$ cat src/rtl/dht_pkg.sv
`default_nettype none
package dht_pkg;

	// table geometry
	localparam int MAX_SLOTS = 1024;
	localparam int SLOT_AW   = 10;
	localparam int KEY_W     = 32;
	localparam int VAL_W     = 32;
	localparam int CNT_W     = 11;
	localparam int LG_W      = 4;
	localparam int ST_W      = 2;
	localparam int RES_W     = 3;
	localparam int ENTRY_W   = ST_W + VAL_W + KEY_W;

	localparam logic [LG_W-1:0] LG_MIN   = 4'd5;
	localparam logic [LG_W-1:0] LG_MAX   = 4'd10;
	localparam logic [LG_W-1:0] LG_RESET = 4'd5;

	// operation codes
	localparam logic [1:0] KIND_INSERT = 2'd0;
	localparam logic [1:0] KIND_LOOKUP = 2'd1;
	localparam logic [1:0] KIND_DELETE = 2'd2;

	// slot states
	localparam logic [ST_W-1:0] ST_EMPTY = 2'd0;
	localparam logic [ST_W-1:0] ST_LIVE  = 2'd1;
	localparam logic [ST_W-1:0] ST_TOMB  = 2'd2;

	// result codes
	localparam logic [RES_W-1:0] RES_NEW       = 3'd0;
	localparam logic [RES_W-1:0] RES_REUSED    = 3'd1;
	localparam logic [RES_W-1:0] RES_REPLACED  = 3'd2;
	localparam logic [RES_W-1:0] RES_FOUND     = 3'd3;
	localparam logic [RES_W-1:0] RES_NOT_FOUND = 3'd4;
	localparam logic [RES_W-1:0] RES_DELETED   = 3'd5;
	localparam logic [RES_W-1:0] RES_FULL      = 3'd6;

	// controller to datapath commands
	typedef struct packed {
		logic load;
		logic eval;
		logic out_load;
		logic clear_wr;
	} dht_cmd_t;

	// datapath to controller status
	typedef struct packed {
		logic finish;
		logic out_free;
		logic clear_last;
	} dht_sts_t;

	// probe step primes
	function automatic logic [13:0] step_prime(input logic [2:0] idx);
		logic [13:0] p;
		unique case (idx)
			3'd0: p = 14'd9923;
			3'd1: p = 14'd9929;
			3'd2: p = 14'd9931;
			3'd3: p = 14'd9941;
			3'd4: p = 14'd9949;
			3'd5: p = 14'd9967;
			3'd6: p = 14'd9973;
			3'd7: p = 14'd10007;
		endcase
		return p;
	endfunction

	// clamp the size register to the supported range
	function automatic logic [LG_W-1:0] lg_in_use(input logic [LG_W-1:0] lg);
		logic [LG_W-1:0] r;
		r = lg;
		if (lg < LG_MIN) begin
			r = LG_MIN;
		end else if (lg > LG_MAX) begin
			r = LG_MAX;
		end
		return r;
	endfunction

endpackage
`default_nettype wire

$ cat src/rtl/dht_ctrl.sv
`default_nettype none
module dht_ctrl (
	input  wire logic              clk,
	input  wire logic              arst_n,
	input  wire logic              s_axis_tvalid,
	output logic                   s_axis_tready,
	output dht_pkg::dht_cmd_t      cmd,
	input  wire dht_pkg::dht_sts_t sts
);
	import dht_pkg::*;

	typedef enum logic [2:0] {
		CLEAR,
		IDLE,
		READ,
		EVAL,
		DONE
	} state_t;

	state_t state_q;

	assign s_axis_tready = (state_q == IDLE);

	// commands follow the state
	always_comb begin
		cmd = '0;
		cmd.clear_wr = (state_q == CLEAR);
		cmd.load     = (state_q == IDLE) && s_axis_tvalid;
		cmd.eval     = (state_q == EVAL);
		cmd.out_load = (state_q == DONE) && sts.out_free;
	end

	// sequencer
	always_ff @(posedge clk or negedge arst_n) begin
		if (!arst_n) begin
			state_q <= CLEAR;
		end else begin
			unique case (state_q)
				CLEAR: begin
					if (sts.clear_last) begin
						state_q <= IDLE;
					end
				end
				IDLE: begin
					if (s_axis_tvalid) begin
						state_q <= READ;
					end
				end
				READ: begin
					state_q <= EVAL;
				end
				EVAL: begin
					state_q <= sts.finish ? DONE : READ;
				end
				DONE: begin
					if (sts.out_free) begin
						state_q <= IDLE;
					end
				end
				default: begin
					state_q <= CLEAR;
				end
			endcase
		end
	end

endmodule
`default_nettype wire

$ cat config.mk
export PLATFORM = sky130hd
export DESIGN_NAME = dht_ctrl
export DESIGN_NICKNAME = d
export VERILOG_FILES = /design/src/rtl/dht_pkg.sv /design/src/rtl/dht_ctrl.sv
export SDC_FILE = /design/constraint.sdc
export NUM_CORES = 1
export LEC_CHECK = 0
export BUFFER_PORTS_ARGS = -buffer_cell sky130_fd_sc_hd__buf_2
export CAP_MARGIN = 0
export CORE_AREA = 2 2 39 41
export CTS_CLUSTER_DIAMETER = 150
export DETAILED_ROUTE_END_ITERATION = 10
export DIE_AREA = 0 0 41 43
export MAX_ROUTING_LAYER = met4
export SYNTH_ARGS = -nofsm -noshare
export SYNTH_HDL_FRONTEND = slang
export SYNTH_SLANG_ARGS = --single-unit
$ cat constraint.sdc
create_clock -name clk -period 3.1 [get_ports clk]
set_clock_uncertainty 0.1 [all_clocks]
set_input_delay 0.31 -clock clk [delete_from_list [all_inputs] [get_ports clk]]
set_output_delay 0.31 -clock clk [all_outputs]
set_load 0.01 [all_outputs]
==> results of run 1 <==
[path summary, 6_finish.rpt]
path	startpoint	slack, ns	end	depth (start not counted)
setup / recovery	state_q[1]	1.51	cmd[3]	2
hold / removal	sts[1]	0.17	state_q[2]	2
min in group asynchronous	arst_n	0.30	state_q[0]	2
hold reg to reg	state_q[2]	0.51	state_q[1]	1
setup reg to reg	state_q[1]	1.77	state_q[0]	3
max in group asynchronous	arst_n	2.50	state_q[2]	2
[area by class of cell]
type,instances,area [um^2],area share
Sequential cell,3,75.1,0.256
Clock buffer,4,26.3,0.0897
Timing Repair Buffer,11,60.1,0.205
Tap cell,16,20.0,0.0684
Multi-Input combinational cell,17,111,0.380
[worst max-delay path, stage by stage (launching register included)]
cell      delay (ns)
dfrtp_1         0.47
nor4bb_1        0.30
buf_2           0.17
[stage by stage]
step	hold slack [ns]	setup WS, ns	cells	utilization	instance area (um^2)
2_1_floorplan	-0.0856	1.72	22	-	195
3_3_place_gp	0.00849	1.73	46	0.185	256
3_5_place_dp	0.00868	1.74	46	0.185	256
4_1_cts	0.157	1.48	51	0.212	293
5_1_grt	0.165	1.36	51	0.212	293
6_report	0.166	1.51	51	0.212	293
[Yosys cell counts, drive strengths merged]
cell type  n
a21oi      1
and3       1
and3b      2
buf        1
clkbuf     1
dfrtp      3
nand2      3
nor2       3
nor3       2
nor3b      1
nor4b      1
nor4bb     1
o21ai      1
or3        1
[cells by family after synthesis]
group / count (synthesis) / synth area share
AOI/OAI and AO/OA: 2 / 0.0512
DFF: 3 / 0.385
buffers and inverters: 2 / 0.0448
and+or+nand+nor: 15 / 0.519
[power by group]
group / total, W / leakage (nW) / switching [W] / internal [W]
Combinational: 0.000107 / 0.0942 / 0.0000474 / 0.0000594
Clock: 0.0000704 / 0.0150 / 0.0000220 / 0.0000483
Sequential: 0.0000939 / 0.0380 / 0.0000382 / 0.0000557
[layer usage]
metal,GRT usage,share of wire,up-vias,wire (um)
li1,-,-,102,-
met1,0.0836,0.43,84,208
met2,0.0813,0.47,10,230
met3,0.0157,0.060,2,29
met4,0.140,0.033,0,16
met5,-,0,-,0
==> reports/qor.yml, run 1 <==
power:
  ir_drop_v: 0.000186
  power.density_nw_per_um2: 926
  p_total_w: 0.000271
  leakage_nw: 0.147
global_route:
  antenna_found_initial: 0
  grt_max_degree: 10
  gr-total-overflow: 0
  grt_pass1_wl_um: 786
  track_usage: 0.0782
  grt_pass1_vias: 203
routing:
  drc_errors: 0
  first_pass_iters: 2
  ant_nets: 0
  vias: 198
  drtIter0Drc: 1
  wl_um: 485
  wl_per_cell_um: 9.51
  vias_per_cell: 3.88
synth:
  yosys.area.top_type: "dfrtp_1"
  synth_area_um2: 195
  synth_top_area_share: 0.385
  syn_inst: 22
  yosysWarnings: 0
  syn-num-nets: 28
  ys_seq_area_frac: 0.385
  synth_cell_types: 15
  syn_area_per_cell_um2: 8.87
  yosys-top-cells-area: "dfrtp_1, and3b_1, nor3b_2"
  ys_ff_latch: 3
clocking:
  h-tree-depth: 1
  insertion_delay_ns: 0.24
  clk_pin_slew_ns: 0.04
  clkSinkCount: 3
  post_cts_resized: 0
  clock_path_buffers: 2
  cts_root_buffer: "clkbuf_4"
  hold_buffers: 1
  cts_buffers: 3
  cts_tree: "yes"
  postCtsSetupRepairBufs: 0
final_layout:
  final_cell_mix: "buf_2, nand2_1, clkbuf_4, dfrtp_1"
  largest-register: "state_q"
  reg_top3: "state_q x3"
  final_common_cell: "buf_2"
  syn_to_final_growth_pct: 50.0
  drive_gt1_frac: 0.457
  diodes: 0
  largest_register_ffs: 3
  fill_cells: 164
  final_nets: 42
sta:
  min_period_ns: 1.59
  drv_slew: 0
  hold_violations: 0
  tightest_slew_ns: 0.294
  max_freq_mhz: 629
  relSlewSlack: 0.804
  setup-tns-final_ns: 0
  rsz0062_at_grt: "no"
  period_share: 0.513
  setup_violations: 0
placed_design:
  gp_congestion: 0.727
  portBuffers: 10
floorplanning:
  dieArea_um2: 1760
  io_pins: 11
  rows: 14
  core_region_area_um2: 1380
  start_util: 0.141
  chipWidth_um: 41
  die_h_um: 43
setup_path:
  crit_fanout: 9
  path_class: "flop to output pin"
  cp.required_ns: 2.69
  end_kind: "output pin"
  cp-start-kind: "flop"
  crit_arrival_ns: 1.18
status:
  status: "finished clean"
job:
  maxCapViolCount: 0
worst_hold_path:
  hold_class: "input port to flop"
Note: power is estimated with default switching activity, not from simulation.
==> run 2: changes to the inputs <==
==> constraint.sdc (replaced) <==
create_clock -name clk -period 1.45 [get_ports clk]
set_clock_uncertainty 0.1 [all_clocks]
set_input_delay 0.145 -clock clk [delete_from_list [all_inputs] [get_ports clk]]
set_output_delay 0.145 -clock clk [all_outputs]
set_load 0.01 [all_outputs]
==> run 2 against run 1 <==
Compared with the run above:
- wire length increased by 4.1%
- critical path type unchanged
- combinational power increased by 140%
- clock power increased by 110%
- global-route usage decreased by 0.91 points
- non-clock buffer count increased by 2
- cell area increased by 7.3%
- setup slack got worse by 1.5 ns
==> reports/qor.yml, run 2 (synthesized netlist as in run 1, its figures left out) <==
routing:
  wl_um: 505
  vias_per_cell: 3.89
  vias: 206
  drtIter0Drc: 2
  wl_per_cell_um: 9.53
  drc_errors: 0
  ant_nets: 0
  first_pass_iters: 2
sta:
  min_period_ns: 1.39
  rsz0062_at_grt: "no"
  setup-tns-final_ns: 0
  setup_violations: 0
  period_share: 0.962
  tightest_slew_ns: 0.240
  relSlewSlack: 0.838
  max_freq_mhz: 717
  drv_slew: 0
  layout_setup_ws_ns: 0.0552
  hold_violations: 0
power:
  p_switching_w: 0.000235
  p_clk_frac: 0.244
  p_comb_frac: 0.418
  pwr-share-seq: 0.339
  netSwitchingFraction: 0.384
  power.density_nw_per_um2: 1940
  ir_drop_v: 0.000410
  p_int_w: 0.000376
  leakage_nw: 0.152
placed_design:
  placed_area_um2: 264
  portBuffers: 10
  hpwlAfterDp_um: 351
  place_ws_ns: 0.113
  gp_congestion: 0.676
clocking:
  cts_root_buffer: "clkbuf_4"
  clkSinkCount: 3
  insertion_delay_ns: 0.24
  clk_pin_slew_ns: 0.03
  h-tree-depth: 1
  clock_path_buffers: 2
  cts_tree: "yes"
  cts_buffers: 3
final_layout:
  final_common_cell: "buf_2"
  reg_top3: "state_q x3"
  diodes: 0
  finalCoreUtilization: 0.227
  fin_area_um2: 314
  largest-register: "state_q"
  largest_register_ffs: 3
  final_cell_mix: "buf_2, nand2_1, clkbuf_4, dfrtp_2"
  drive_gt1_frac: 0.541
  syn_to_final_growth_pct: 60.9
  final_nets: 44
floorplanning:
  start_util: 0.141
  io_pins: 11
  rows: 14
  core_region_area_um2: 1380
  dieArea_um2: 1760
  chipWidth_um: 41
  die_h_um: 43
setup_path:
  end_kind: "output pin"
  path_class: "flop to output pin"
  crit_arrival_ns: 1.15
  cp.required_ns: 1.21
  crit_fanout: 7
  reg2reg_slack_ns: 0.18
  cp-start-kind: "flop"
global_route:
  antenna_found_initial: 0
  groute.layer.met3.usage: 0.0157
  grt-busiest-layer: "met1"
  grt_pass1_wl_um: 745
  met2_usage: 0.0719
  gr-total-overflow: 0
  track_usage: 0.0691
  gr-usage-met1: 0.0939
  grt_max_degree: 10
  grt_pass1_vias: 174
worst_hold_path:
  hold_class: "input port to flop"
job:
  maxCapViolCount: 0
status:
  status: "finished clean"
[run 2: routing by layer]
metal	up-vias	share of wire	wire (um)
li1	108	-	-
met1	88	0.50	250
met2	8	0.41	208
met3	2	0.059	30
met4	0	0.030	15
met5	-	0	0
[run 2: power by group through the flow]
stage          Combinational [W]  Sequential [W]  Clock, W
2_1_floorplan           0.000207        0.000145         0
3_3_place_gp            0.000249        0.000196         0
3_5_place_dp            0.000253        0.000199         0
4_1_cts                 0.000260        0.000199  0.000156
5_1_grt                 0.000289        0.000220  0.000161
6_report                0.000255        0.000207  0.000149
[run 2: per-stage QoR]
stage / cells / hold WS, ns / power (W)
5_1_grt: 53 / 0.0497 / 0.000671
2_1_floorplan: 22 / -0.251 / 0.000352
4_1_cts: 53 / 0.0461 / 0.000615
6_report: 53 / 0.0471 / 0.000611
3_3_place_gp: 47 / -0.158 / 0.000445
3_5_place_dp: 47 / -0.158 / 0.000452
[run 2: layout make-up]
cell class	count	area, um^2
fillers	161	1070
multi-input cells	17	111
flip-flops and latches	3	78.8
repair buffers	13	77.6
clock buffers	4	26.3
well taps	16	20.0
[run 2: final timing paths]
kind	start	end	depth (start not counted)
max	state_q[0]	cmd[0]	3
min	sts[2]	state_q[2]	3
max reg2reg	state_q[1]	state_q[0]	3
min reg2reg	state_q[2]	state_q[1]	1
max in group asynchronous	arst_n	state_q[2]	2
min in group asynchronous	arst_n	state_q[1]	2
[run 2: worst max-delay path, stage by stage, from the launching register on]
cell     delay, ns
dfrtp_2       0.44
buf_4         0.16
nor3_1        0.17
buf_2         0.15
[run 2: repair_timing]
action / CTS / global route
setup endpoints to repair: 0 / 4
gates resized for setup: 0 / 3
hold endpoints to repair: 4 / 0
hold buffers: 2 / 0
setup buffers: 0 / 0
